===== src/hdl/idrp_pkg.sv =====
// ----------------------------------------------------------------------------
// idrp_pkg
// shared types, codes and byte classification for the directory record parser
// ----------------------------------------------------------------------------
package idrp_pkg;

  localparam int QUEUE_DEPTH = 4;

  localparam logic [7:0] MIN_RECORD_LENGTH = 8'd34;
  localparam logic [7:0] NAME_OFFSET       = 8'd33;
  localparam logic [7:0] NAME_LENGTH_POS   = 8'd32;
  localparam logic [7:0] FLAGS_POS         = 8'd25;

  localparam logic [1:0] KIND_FILE  = 2'd0;
  localparam logic [1:0] KIND_DIR   = 2'd1;
  localparam logic [1:0] KIND_DOT   = 2'd2;
  localparam logic [1:0] KIND_ERROR = 2'd3;

  localparam logic [2:0] ERR_NONE      = 3'd0;
  localparam logic [2:0] ERR_SHORT     = 3'd1;
  localparam logic [2:0] ERR_CROSS     = 3'd2;
  localparam logic [2:0] ERR_NAME_LONG = 3'd3;
  localparam logic [2:0] ERR_PAD       = 3'd4;
  localparam logic [2:0] ERR_BAD_NAME  = 3'd5;

  typedef struct packed {
    logic [7:0] data;
    logic       sector_end;
    logic       extent_end;
    logic       reserved;
    logic       is_semi;
    logic       is_dot;
    logic       is_space;
    logic [7:0] lowered;
  } byte_info_t;

  function automatic logic is_reserved(input logic [7:0] c);
    is_reserved = (c < 8'h20) || (c > 8'h7e) || (c == 8'h2f) || (c == 8'h5c) ||
                  (c == 8'h3a) || (c == 8'h22) || (c == 8'h3c) || (c == 8'h3e) ||
                  (c == 8'h7c) || (c == 8'h3f) || (c == 8'h2a);
  endfunction

  function automatic logic [7:0] to_lower(input logic [7:0] c);
    to_lower = ((c >= 8'h41) && (c <= 8'h5a)) ? c + 8'd32 : c;
  endfunction

  // letters of "zero"
  function automatic logic [7:0] zero_char(input logic [1:0] idx);
    unique case (idx)
      2'd0: zero_char = 8'h7a;
      2'd1: zero_char = 8'h65;
      2'd2: zero_char = 8'h72;
      2'd3: zero_char = 8'h6f;
      default: zero_char = 8'h00;
    endcase
  endfunction

endpackage


===== src/hdl/idrp_front.sv =====
// ----------------------------------------------------------------------------
// idrp_front
// input stage: takes bytes and classifies them for the record engine
// ----------------------------------------------------------------------------
module idrp_front
  import idrp_pkg::*;
(
  input  logic       clk,
  input  logic       rst,
  input  logic       data_valid,
  output logic       data_stall,
  input  logic [7:0] data_byte,
  input  logic       last_in_sector,
  input  logic       end_of_extent,
  output logic       push_valid,
  input  logic       push_ready,
  output byte_info_t push_item
);

  logic       hold_valid;
  byte_info_t hold_item;
  logic       take;

  assign data_stall = hold_valid && !push_ready;
  assign take       = data_valid && !data_stall;
  assign push_valid = hold_valid;
  assign push_item  = hold_item;

  always_ff @(posedge clk) begin
    if (rst) begin
      hold_valid <= 1'b0;
    end else if (take) begin
      hold_valid <= 1'b1;
    end else if (push_ready) begin
      hold_valid <= 1'b0;
    end
    if (take) begin
      hold_item.data       <= data_byte;
      hold_item.sector_end <= last_in_sector;
      hold_item.extent_end <= end_of_extent;
      hold_item.reserved   <= is_reserved(data_byte);
      hold_item.is_semi    <= (data_byte == 8'h3b);
      hold_item.is_dot     <= (data_byte == 8'h2e);
      hold_item.is_space   <= (data_byte == 8'h20);
      hold_item.lowered    <= to_lower(data_byte);
    end
  end

endmodule


===== src/hdl/idrp_queue.sv =====
// ----------------------------------------------------------------------------
// idrp_queue
// short fifo of classified bytes between the input stage and the engine
// ----------------------------------------------------------------------------
module idrp_queue
  import idrp_pkg::*;
#(
  parameter int DEPTH = QUEUE_DEPTH
) (
  input  logic       clk,
  input  logic       rst,
  input  logic       push_valid,
  output logic       push_ready,
  input  byte_info_t push_item,
  output logic       pop_valid,
  input  logic       pop_ready,
  output byte_info_t pop_item
);

  localparam int PW = (DEPTH > 1) ? $clog2(DEPTH) : 1;
  localparam int CW = $clog2(DEPTH + 1);

  byte_info_t      slots [DEPTH];
  logic [PW-1:0]   wr_ptr;
  logic [PW-1:0]   rd_ptr;
  logic [CW-1:0]   count;
  logic            push;
  logic            pop;

  assign push_ready = (count != CW'(DEPTH));
  assign pop_valid  = (count != '0);
  assign push       = push_valid && push_ready;
  assign pop        = pop_valid && pop_ready;
  assign pop_item   = slots[rd_ptr];

  always_ff @(posedge clk) begin
    if (rst) begin
      wr_ptr <= '0;
      rd_ptr <= '0;
      count  <= '0;
    end else begin
      if (push) begin
        wr_ptr <= (wr_ptr == PW'(DEPTH - 1)) ? '0 : wr_ptr + 1'b1;
      end
      if (pop) begin
        rd_ptr <= (rd_ptr == PW'(DEPTH - 1)) ? '0 : rd_ptr + 1'b1;
      end
      if (push && !pop) begin
        count <= count + 1'b1;
      end else if (pop && !push) begin
        count <= count - 1'b1;
      end
    end
    if (push) begin
      slots[wr_ptr] <= push_item;
    end
  end

endmodule


===== src/hdl/idrp_engine.sv =====
// ----------------------------------------------------------------------------
// idrp_engine
// record engine: walks record bytes, checks them and registers one entry
// ----------------------------------------------------------------------------
module idrp_engine
  import idrp_pkg::*;
(
  input  logic        clk,
  input  logic        rst,
  input  logic        pop_valid,
  output logic        pop_ready,
  input  byte_info_t  pop_item,
  output logic        entry_valid,
  input  logic        entry_stall,
  output logic [1:0]  entry_kind,
  output logic [2:0]  error_code,
  output logic [31:0] extent_address,
  output logic [31:0] data_length,
  output logic        multi_extent,
  output logic [7:0]  kept_name_length,
  output logic        skip_directory
);

  typedef enum logic [1:0] {
    MODE_START,
    MODE_RECORD,
    MODE_PAD,
    MODE_ERROR
  } mode_t;

  mode_t       mode, mode_next;
  logic [7:0]  byte_position, byte_position_next;
  logic [7:0]  record_length, record_length_next;
  logic [7:0]  name_length, name_length_next;
  logic [31:0] address_acc, address_acc_next;
  logic [31:0] size_acc, size_acc_next;
  logic [1:0]  flag_bits, flag_bits_next;
  logic        version_seen, version_seen_next;
  logic [7:0]  kept_count, kept_count_next;
  logic [7:0]  last_nondot_len, last_nondot_len_next;
  logic        last_nondot_space, last_nondot_space_next;
  logic        name_invalid, name_invalid_next;
  logic        zero_match, zero_match_next;
  logic [7:0]  first_name_byte, first_name_byte_next;

  logic        fire;
  logic        emit;
  logic        err_hit;
  logic [2:0]  err_val;
  logic [1:0]  res_kind;
  logic [31:0] res_addr;
  logic [31:0] res_len;
  logic        res_multi;
  logic [7:0]  res_kept;
  logic        res_skip;
  logic        stop;
  logic [7:0]  b;
  logic [8:0]  name_end;
  logic [8:0]  p_plus;
  logic [1:0]  lane;
  logic [7:0]  kc;

  assign pop_ready = !entry_valid || !entry_stall;
  assign fire      = pop_valid && pop_ready;
  assign b         = pop_item.data;
  assign stop      = pop_item.sector_end || pop_item.extent_end;
  assign name_end  = 9'd33 + {1'b0, name_length};
  assign p_plus    = {1'b0, byte_position} + 9'd1;
  assign lane      = byte_position[1:0] - 2'd2;

  always_comb begin
    mode_next              = mode;
    byte_position_next     = byte_position;
    record_length_next     = record_length;
    name_length_next       = name_length;
    address_acc_next       = address_acc;
    size_acc_next          = size_acc;
    flag_bits_next         = flag_bits;
    version_seen_next      = version_seen;
    kept_count_next        = kept_count;
    last_nondot_len_next   = last_nondot_len;
    last_nondot_space_next = last_nondot_space;
    name_invalid_next      = name_invalid;
    zero_match_next        = zero_match;
    first_name_byte_next   = first_name_byte;
    emit      = 1'b0;
    err_hit   = 1'b0;
    err_val   = ERR_NONE;
    res_kind  = KIND_FILE;
    res_addr  = '0;
    res_len   = '0;
    res_multi = 1'b0;
    res_kept  = '0;
    res_skip  = 1'b0;
    kc        = kept_count + 8'd1;

    unique case (mode)
      MODE_ERROR: begin
        if (pop_item.extent_end) mode_next = MODE_START;
      end
      MODE_PAD: begin
        if (stop) mode_next = MODE_START;
      end
      MODE_START: begin
        byte_position_next     = '0;
        record_length_next     = '0;
        name_length_next       = '0;
        address_acc_next       = '0;
        size_acc_next          = '0;
        flag_bits_next         = '0;
        version_seen_next      = 1'b0;
        kept_count_next        = '0;
        last_nondot_len_next   = '0;
        last_nondot_space_next = 1'b0;
        name_invalid_next      = 1'b0;
        zero_match_next        = 1'b1;
        first_name_byte_next   = '0;
        if (b == 8'd0) begin
          if (!stop) mode_next = MODE_PAD;
        end else begin
          record_length_next = b;
          if (b < MIN_RECORD_LENGTH) begin
            err_hit = 1'b1;
            err_val = ERR_SHORT;
          end else if (stop) begin
            err_hit = 1'b1;
            err_val = ERR_CROSS;
          end else begin
            byte_position_next = 8'd1;
            mode_next          = MODE_RECORD;
          end
        end
      end
      MODE_RECORD: begin
        priority if (byte_position >= 8'd2 && byte_position <= 8'd5) begin
          address_acc_next[{lane, 3'b000} +: 8] = address_acc[{lane, 3'b000} +: 8] | b;
        end else if (byte_position >= 8'd10 && byte_position <= 8'd13) begin
          size_acc_next[{lane, 3'b000} +: 8] = size_acc[{lane, 3'b000} +: 8] | b;
        end else if (byte_position == FLAGS_POS) begin
          flag_bits_next = {b[7], b[1]};
        end else if (byte_position == NAME_LENGTH_POS) begin
          name_length_next = b;
          if (b > record_length - NAME_OFFSET) begin
            err_hit = 1'b1;
            err_val = ERR_NAME_LONG;
          end else if (!b[0] && ({1'b0, b} + 9'd33 >= {1'b0, record_length})) begin
            err_hit = 1'b1;
            err_val = ERR_PAD;
          end
        end else if (byte_position >= NAME_OFFSET && {1'b0, byte_position} < name_end) begin
          if (byte_position == NAME_OFFSET) first_name_byte_next = b;
          if (pop_item.reserved) name_invalid_next = 1'b1;
          if (pop_item.is_semi) begin
            version_seen_next = 1'b1;
          end else if (!version_seen) begin
            kept_count_next = kc;
            if (!pop_item.is_dot) begin
              last_nondot_len_next   = kc;
              last_nondot_space_next = pop_item.is_space;
            end
            if (kc >= 8'd1 && kc <= 8'd4 &&
                pop_item.lowered != zero_char(kc[1:0] - 2'd1)) begin
              zero_match_next = 1'b0;
            end
          end
        end else if (byte_position >= NAME_OFFSET && {1'b0, byte_position} == name_end &&
                     !name_length[0]) begin
          if (b != 8'd0) begin
            err_hit = 1'b1;
            err_val = ERR_PAD;
          end
        end

        if (!err_hit) begin
          if (p_plus >= {1'b0, record_length}) begin
            mode_next = MODE_START;
            if (name_length_next == 8'd1 && first_name_byte_next <= 8'd1) begin
              emit      = 1'b1;
              res_kind  = KIND_DOT;
              res_addr  = address_acc_next;
              res_len   = size_acc_next;
              res_multi = flag_bits_next[1];
            end else if (name_invalid_next || last_nondot_len_next == 8'd0 ||
                         last_nondot_space_next) begin
              err_hit = 1'b1;
              err_val = ERR_BAD_NAME;
            end else begin
              emit      = 1'b1;
              res_kind  = flag_bits_next[0] ? KIND_DIR : KIND_FILE;
              res_addr  = address_acc_next;
              res_len   = size_acc_next;
              res_multi = flag_bits_next[1];
              res_kept  = last_nondot_len_next;
              res_skip  = flag_bits_next[0] && zero_match_next &&
                          (last_nondot_len_next == 8'd4);
            end
          end else if (stop) begin
            err_hit = 1'b1;
            err_val = ERR_CROSS;
          end else begin
            byte_position_next = p_plus[7:0];
          end
        end
      end
      default: mode_next = MODE_START;
    endcase

    if (err_hit) begin
      emit      = 1'b1;
      res_kind  = KIND_ERROR;
      res_addr  = '0;
      res_len   = '0;
      res_multi = 1'b0;
      res_kept  = '0;
      res_skip  = 1'b0;
      mode_next = pop_item.extent_end ? MODE_START : MODE_ERROR;
    end
  end

  always_ff @(posedge clk) begin
    if (rst) begin
      mode              <= MODE_START;
      byte_position     <= '0;
      record_length     <= '0;
      name_length       <= '0;
      address_acc       <= '0;
      size_acc          <= '0;
      flag_bits         <= '0;
      version_seen      <= 1'b0;
      kept_count        <= '0;
      last_nondot_len   <= '0;
      last_nondot_space <= 1'b0;
      name_invalid      <= 1'b0;
      zero_match        <= 1'b1;
      first_name_byte   <= '0;
      entry_valid       <= 1'b0;
    end else begin
      if (fire) begin
        mode              <= mode_next;
        byte_position     <= byte_position_next;
        record_length     <= record_length_next;
        name_length       <= name_length_next;
        address_acc       <= address_acc_next;
        size_acc          <= size_acc_next;
        flag_bits         <= flag_bits_next;
        version_seen      <= version_seen_next;
        kept_count        <= kept_count_next;
        last_nondot_len   <= last_nondot_len_next;
        last_nondot_space <= last_nondot_space_next;
        name_invalid      <= name_invalid_next;
        zero_match        <= zero_match_next;
        first_name_byte   <= first_name_byte_next;
      end
      if (fire && emit) begin
        entry_valid <= 1'b1;
      end else if (!entry_stall) begin
        entry_valid <= 1'b0;
      end
    end
    if (fire && emit) begin
      entry_kind       <= res_kind;
      error_code       <= err_val;
      extent_address   <= res_addr;
      data_length      <= res_len;
      multi_extent     <= res_multi;
      kept_name_length <= res_kept;
      skip_directory   <= res_skip;
    end
  end

  a_error_mode_silent: assert property (@(posedge clk) disable iff (rst)
    fire && mode == MODE_ERROR |-> !emit)
    else $error("entry emitted while skipping after an error");

  a_code_matches_kind: assert property (@(posedge clk) disable iff (rst)
    entry_valid |-> ((entry_kind == KIND_ERROR) == (error_code != ERR_NONE)))
    else $error("error code disagrees with entry kind");

  a_error_fields_clear: assert property (@(posedge clk) disable iff (rst)
    entry_valid && entry_kind == KIND_ERROR |->
      extent_address == '0 && data_length == '0 && kept_name_length == '0)
    else $error("error entry carries record fields");

  a_skip_only_dir: assert property (@(posedge clk) disable iff (rst)
    entry_valid && skip_directory |-> entry_kind == KIND_DIR &&
      kept_name_length == 8'd4)
    else $error("skip flag on an entry that is not a directory named zero");

endmodule


===== src/hdl/iso9660_dir_record_parser.sv =====
// ----------------------------------------------------------------------------
// iso9660_dir_record_parser
// parses iso 9660 directory records from a byte stream into entries
// ----------------------------------------------------------------------------
// One byte of directory extent data is taken per cycle, back to back, while
// data_stall is low, and at most one entry comes out per byte, in the cycle
// after the record engine reads that byte. Bytes pass a classifying input
// register and a short fifo (QUEUE_DEPTH deep) before the record engine, so a
// stalled entry output lets up to QUEUE_DEPTH + 1 bytes in before data_stall
// rises; the engine updates its state for every byte it takes, which sets the
// rate of one byte per clock. Zero-length bytes skip to the sector end; after
// an error entry the rest of the extent is dropped.
module iso9660_dir_record_parser
  import idrp_pkg::*;
#(
  parameter int QDEPTH = QUEUE_DEPTH
) (
  input  logic        clk,
  input  logic        rst,
  input  logic        data_valid,
  output logic        data_stall,
  input  logic [7:0]  data_byte,
  input  logic        last_in_sector,
  input  logic        end_of_extent,
  output logic        entry_valid,
  input  logic        entry_stall,
  output logic [1:0]  entry_kind,
  output logic [2:0]  error_code,
  output logic [31:0] extent_address,
  output logic [31:0] data_length,
  output logic        multi_extent,
  output logic [7:0]  kept_name_length,
  output logic        skip_directory
);

  logic       push_valid;
  logic       push_ready;
  byte_info_t push_item;
  logic       pop_valid;
  logic       pop_ready;
  byte_info_t pop_item;

  idrp_front u_front (
    .clk            (clk),
    .rst            (rst),
    .data_valid     (data_valid),
    .data_stall     (data_stall),
    .data_byte      (data_byte),
    .last_in_sector (last_in_sector),
    .end_of_extent  (end_of_extent),
    .push_valid     (push_valid),
    .push_ready     (push_ready),
    .push_item      (push_item)
  );

  idrp_queue #(
    .DEPTH (QDEPTH)
  ) u_queue (
    .clk        (clk),
    .rst        (rst),
    .push_valid (push_valid),
    .push_ready (push_ready),
    .push_item  (push_item),
    .pop_valid  (pop_valid),
    .pop_ready  (pop_ready),
    .pop_item   (pop_item)
  );

  idrp_engine u_engine (
    .clk              (clk),
    .rst              (rst),
    .pop_valid        (pop_valid),
    .pop_ready        (pop_ready),
    .pop_item         (pop_item),
    .entry_valid      (entry_valid),
    .entry_stall      (entry_stall),
    .entry_kind       (entry_kind),
    .error_code       (error_code),
    .extent_address   (extent_address),
    .data_length      (data_length),
    .multi_extent     (multi_extent),
    .kept_name_length (kept_name_length),
    .skip_directory   (skip_directory)
  );

endmodule

===== config.mk =====
export PLATFORM = sky130hd
export DESIGN_NAME = iso9660_dir_record_parser
export DESIGN_NICKNAME = d
export VERILOG_FILES = /design/src/hdl/idrp_pkg.sv /design/src/hdl/idrp_front.sv /design/src/hdl/idrp_queue.sv /design/src/hdl/idrp_engine.sv /design/src/hdl/iso9660_dir_record_parser.sv
export SDC_FILE = /design/constraint.sdc
export NUM_CORES = 1
export LEC_CHECK = 0
export BUFFER_PORTS_ARGS = -buffer_cell sky130_fd_sc_hd__buf_4
export CORE_ASPECT_RATIO = 1.1
export CORE_MARGIN = 4
export CORE_UTILIZATION = 45
export DETAILED_ROUTE_END_ITERATION = 12
export PLACE_DENSITY_LB_ADDON = 0.15
export SYNTH_ARGS = -nofsm -noshare
export SYNTH_HDL_FRONTEND = slang
export SYNTH_SLANG_ARGS = --single-unit

===== constraint.sdc =====
create_clock -name clk -period 10.4 [get_ports clk]
set_clock_uncertainty 0.15 [all_clocks]
set_input_delay 2.08 -clock clk [delete_from_list [all_inputs] [get_ports clk]]
set_output_delay 2.08 -clock clk [all_outputs]
set_load 0.005 [all_outputs]

==> flow_summary.yaml <==
final_layout:
  final_cell_area_um2: 16200
  antenna_cells: 0
  mostFrequentLayoutCells: "nor2_1, edfxtp_1, dfxtp_1, a22oi_1, buf_4"
  seqCellArea_um2: 7530
  fillers: 2817
  nNetsFinal: 1445
  final_common_cell: "nor2_1"
  final_cells: 1819
  synthToLayoutAreaGrowth_pct: 13.3
  multi_input_area_um2: 6330
  drive_above_1_share_pct: 18.3
timing:
  slew_headroom_pct: 23.1
  rsz0062_at_grt: "false"
  timing.fmax_mhz: 160
  setup_tns_ns: 0
  timing.final.ws_setup_ns: 4.17
  finalSetupViolations: 0
  min_period_over_period_pct: 59.9
  maxSlewViolCount: 0
  hold_violations: 0
  tightest_slew_ns: 1.12
  fin_crit_ns: 6.23
setup_path:
  path_delay_family: "simple AND/OR/NAND/NOR gates"
  cp_max_fo: 54
  cp.arrival_ns: 6.27
  critPathRequiredTime_ns: 10.43
  crit_chain: "mux4_2, ha_1, a41oi_2, xnor2_1, ha_1, nand4_1, nor2_1, a221o_1, a211oi_1, nor3_1, nor3_2, nand3_1, nand2_1, a21oi_4, buf_4"
  crit_path_start_kind: "register"
  critPathKind: "register to register"
  reg2regPathDepth: 15
  end_kind: "register"
  critPathSlowestCell: "dfxtp_1"
  rr_endpoint: "u_engine.data_length[3]$_SDFFCE_PP0P_"
  cp.depth: 15
  critPathMaxStageDelay_ns: 0.97
  crit_end: "u_engine.data_length[3]$_SDFFCE_PP0P_"
  path_buf_inv: 1
  rrSetupSlack_ns: 4.17
  cp_common_cell: "ha_1"
synth:
  syn_area_um2: 14300
  syn_inst: 1332
  synth_area_leaders: "edfxtp_1, dfxtp_1, a22oi_1, ha_1, nor2_1"
  synthFlopType: "edfxtp_1"
  yosys_warnings: 0
  synth_seq_cells: 294
  netlist-cell-type-count: 72
  synth_largest_area_cell: "edfxtp_1"
  syn-num-nets: 1402
  synth_edf_count: 164
  syn_avg_cell_area_um2: 10.8
  synthArstFlopShare_pct: 0
  ys_seq_area_share_pct: 52.5
  synthDominantCellAreaShare_pct: 34.3
floorplanning:
  io_pins: 95
  dieHeight_um: 195
  initial_core_util_pct: 45.7
  coreArea_um2: 31400
  die-area_um2: 34800
  die_w_um: 178
  rows: 68
pwr:
  p_per_area_nw_per_um2: 253
  irDropWorstVdd_uv: 124
  p_total_mw: 4.12
  leakagePower_nw: 5.57
grt:
  grt_max_degree: 71
  grt_pass1_wl_um: 56300
  first_global_vias: 10300
  grt_overflow: 0
  antenna_found_initial: 0
  grt_usage_pct: 19.9
place:
  gp_congestion: 0.868
  dpl_cell_area_um2: 15300
  dpl.hpwl_um: 24400
  dp_slack_ns: 4.15
  post-place-cells: 1763
  portBuffers: 94
clocking:
  ctsHoldBuffers: 0
  post-cts-setup-buffers: 0
  cts_made_buffers: 30
  cts-htree-levels: 1
  cts-root-buf: "clkbuf_16"
  ctsResizeCount: 0
  clk_path_buf_depth: 3
  clk_latency_ns: 0.57
  clk_pin_slew_ns: 0.06
  cts_tree: "yes"
  clock_sinks: 294
route:
  firstDrtPassIters: 5
  ant_nets: 0
  drtIter0Drc: 1003
  num_vias: 10600
  wirelength_um: 35100
  routed_via_density: 5.81
  route.detailed.drc: 0
  wire_per_inst_um: 19.3
run:
  max-cap-violations: 0
hold_path:
  hp-class: "register to register"
outcome:
  status: "completed"
==> metal layers <==
metal  up-vias  part of all wire (%)  track usage, %
met5         -                     0               0
met1      5138                    43            27.1
li1       5006                     -               -
met2       347                    48            33.1
met3        77                   6.0            2.69
met4         0                   2.8            6.48
==> Yosys cell counts, types with 6 or more instances <==
| cell type | number |
|---|---|
| a21oi_1 | 38 |
| buf_1 | 21 |
| buf_6 | 7 |
| edfxtp_1 | 164 |
| inv_1 | 27 |
| a21oi_2 | 40 |
| nand2b_1 | 16 |
| a31oi_1 | 9 |
| a22oi_1 | 107 |
| xor2_1 | 10 |
| nand4_1 | 7 |
| nor3_1 | 29 |
| a21o_1 | 12 |
| nor4_1 | 9 |
| ha_1 | 55 |
| or2_2 | 19 |
| o21ai_0 | 26 |
| nand3_1 | 66 |
| and2_1 | 10 |
| nand3b_1 | 10 |
| clkbuf_1 | 55 |
| a211oi_1 | 8 |
| buf_2 | 6 |
| mux2i_1 | 18 |
| o21a_1 | 6 |
| mux4_2 | 30 |
| xnor2_1 | 22 |
| nand2_1 | 94 |
| o21ai_1 | 8 |
| nor2_1 | 182 |
| or3_1 | 6 |
| and3_1 | 15 |
| dfxtp_1 | 130 |
==> registers in the layout, summed over array words and instances (netlist names), 3 cells and up, named ones only <==
| name | flops |
|---|---|
| u_engine.byte_position | 8 |
| u_engine.name_length | 8 |
| u_engine.kept_name_length | 8 |
| u_engine.size_acc | 32 |
| u_queue.slots | 68 |
| u_engine.error_code | 3 |
| u_engine.extent_address | 32 |
| u_engine.first_name_byte | 7 |
| u_queue.count | 3 |
| u_engine.record_length | 8 |
| u_engine.address_acc | 32 |
| u_engine.last_nondot_len | 8 |
| u_engine.data_length | 32 |
| u_front.push_item | 17 |
| u_engine.kept_count | 8 |
==> area by class of cell <==
type                            instances  share of cell area, %
Clock buffer                           39                   5.27
Clock inverter                         17                  0.855
Inverter                               29                  0.670
Multi-Input combinational cell        919                   39.0
Sequential cell                       294                   46.3
Tap cell                              420                   3.23
Timing Repair Buffer                  101                   4.67
==> logic make-up after synthesis <==
group	count (synthesis)	synth area share [%]
xor gates and xnor gates	32	1.95
and+or+nand+nor	493	16.6
AOI/OAI and AO/OA	290	14.5
muxes	48	5.97
adders and majority gates	56	4.94
DFF	294	52.5
buffers and inverters	119	3.56
==> report_power, final <==
group | internal [mW] | total, mW | switching [mW] | leakage, nW
Combinational | 0.542 | 1.44 | 0.902 | 2.47
Clock | 0.629 | 1.08 | 0.451 | 0.501
Sequential | 1.49 | 1.59 | 0.106 | 2.60
==> stage by stage <==
step	hold slack, ns	util (%)
3_5_place_dp	0.310	48.6
5_1_grt	0.367	51.8
3_3_place_gp	0.297	48.6
2_1_floorplan	0.287	-
6_report	0.332	51.8
4_1_cts	0.326	51.8
==> how the worst min path moves through the flow <==
stage	startpoint	end	cells after the start
final	u_queue.rd_ptr[1]$_SDFFE_PP0P_	register	2
after global routing	u_engine.zero_match$_SDFFE_PP1P_	u_engine.zero_match$_SDFFE_PP1P_	1
after CTS	u_engine.zero_match$_SDFFE_PP1P_	u_engine.zero_match$_SDFFE_PP1P_	1
after detailed placement	u_engine.zero_match$_SDFFE_PP1P_	u_engine.zero_match$_SDFFE_PP1P_	1
after global placement	u_engine.zero_match$_SDFFE_PP1P_	u_engine.zero_match$_SDFFE_PP1P_	1
after floorplan	u_engine.zero_match$_SDFFE_PP1P_	u_engine.zero_match$_SDFFE_PP1P_	1
==> worst register-to-register path: cells and delay by family (launching register included) <==
family,cells,cell delay (ns)
muxes,1,0.81
buffers and inverters,1,0.67
and+or+nand+nor,6,1.24
DFF,1,0.97
AOI/OAI and AO/OA,4,1.21
adders and majority gates,2,0.64
xor gates and xnor gates,1,0.10
(Power assumes the default switching activity.)
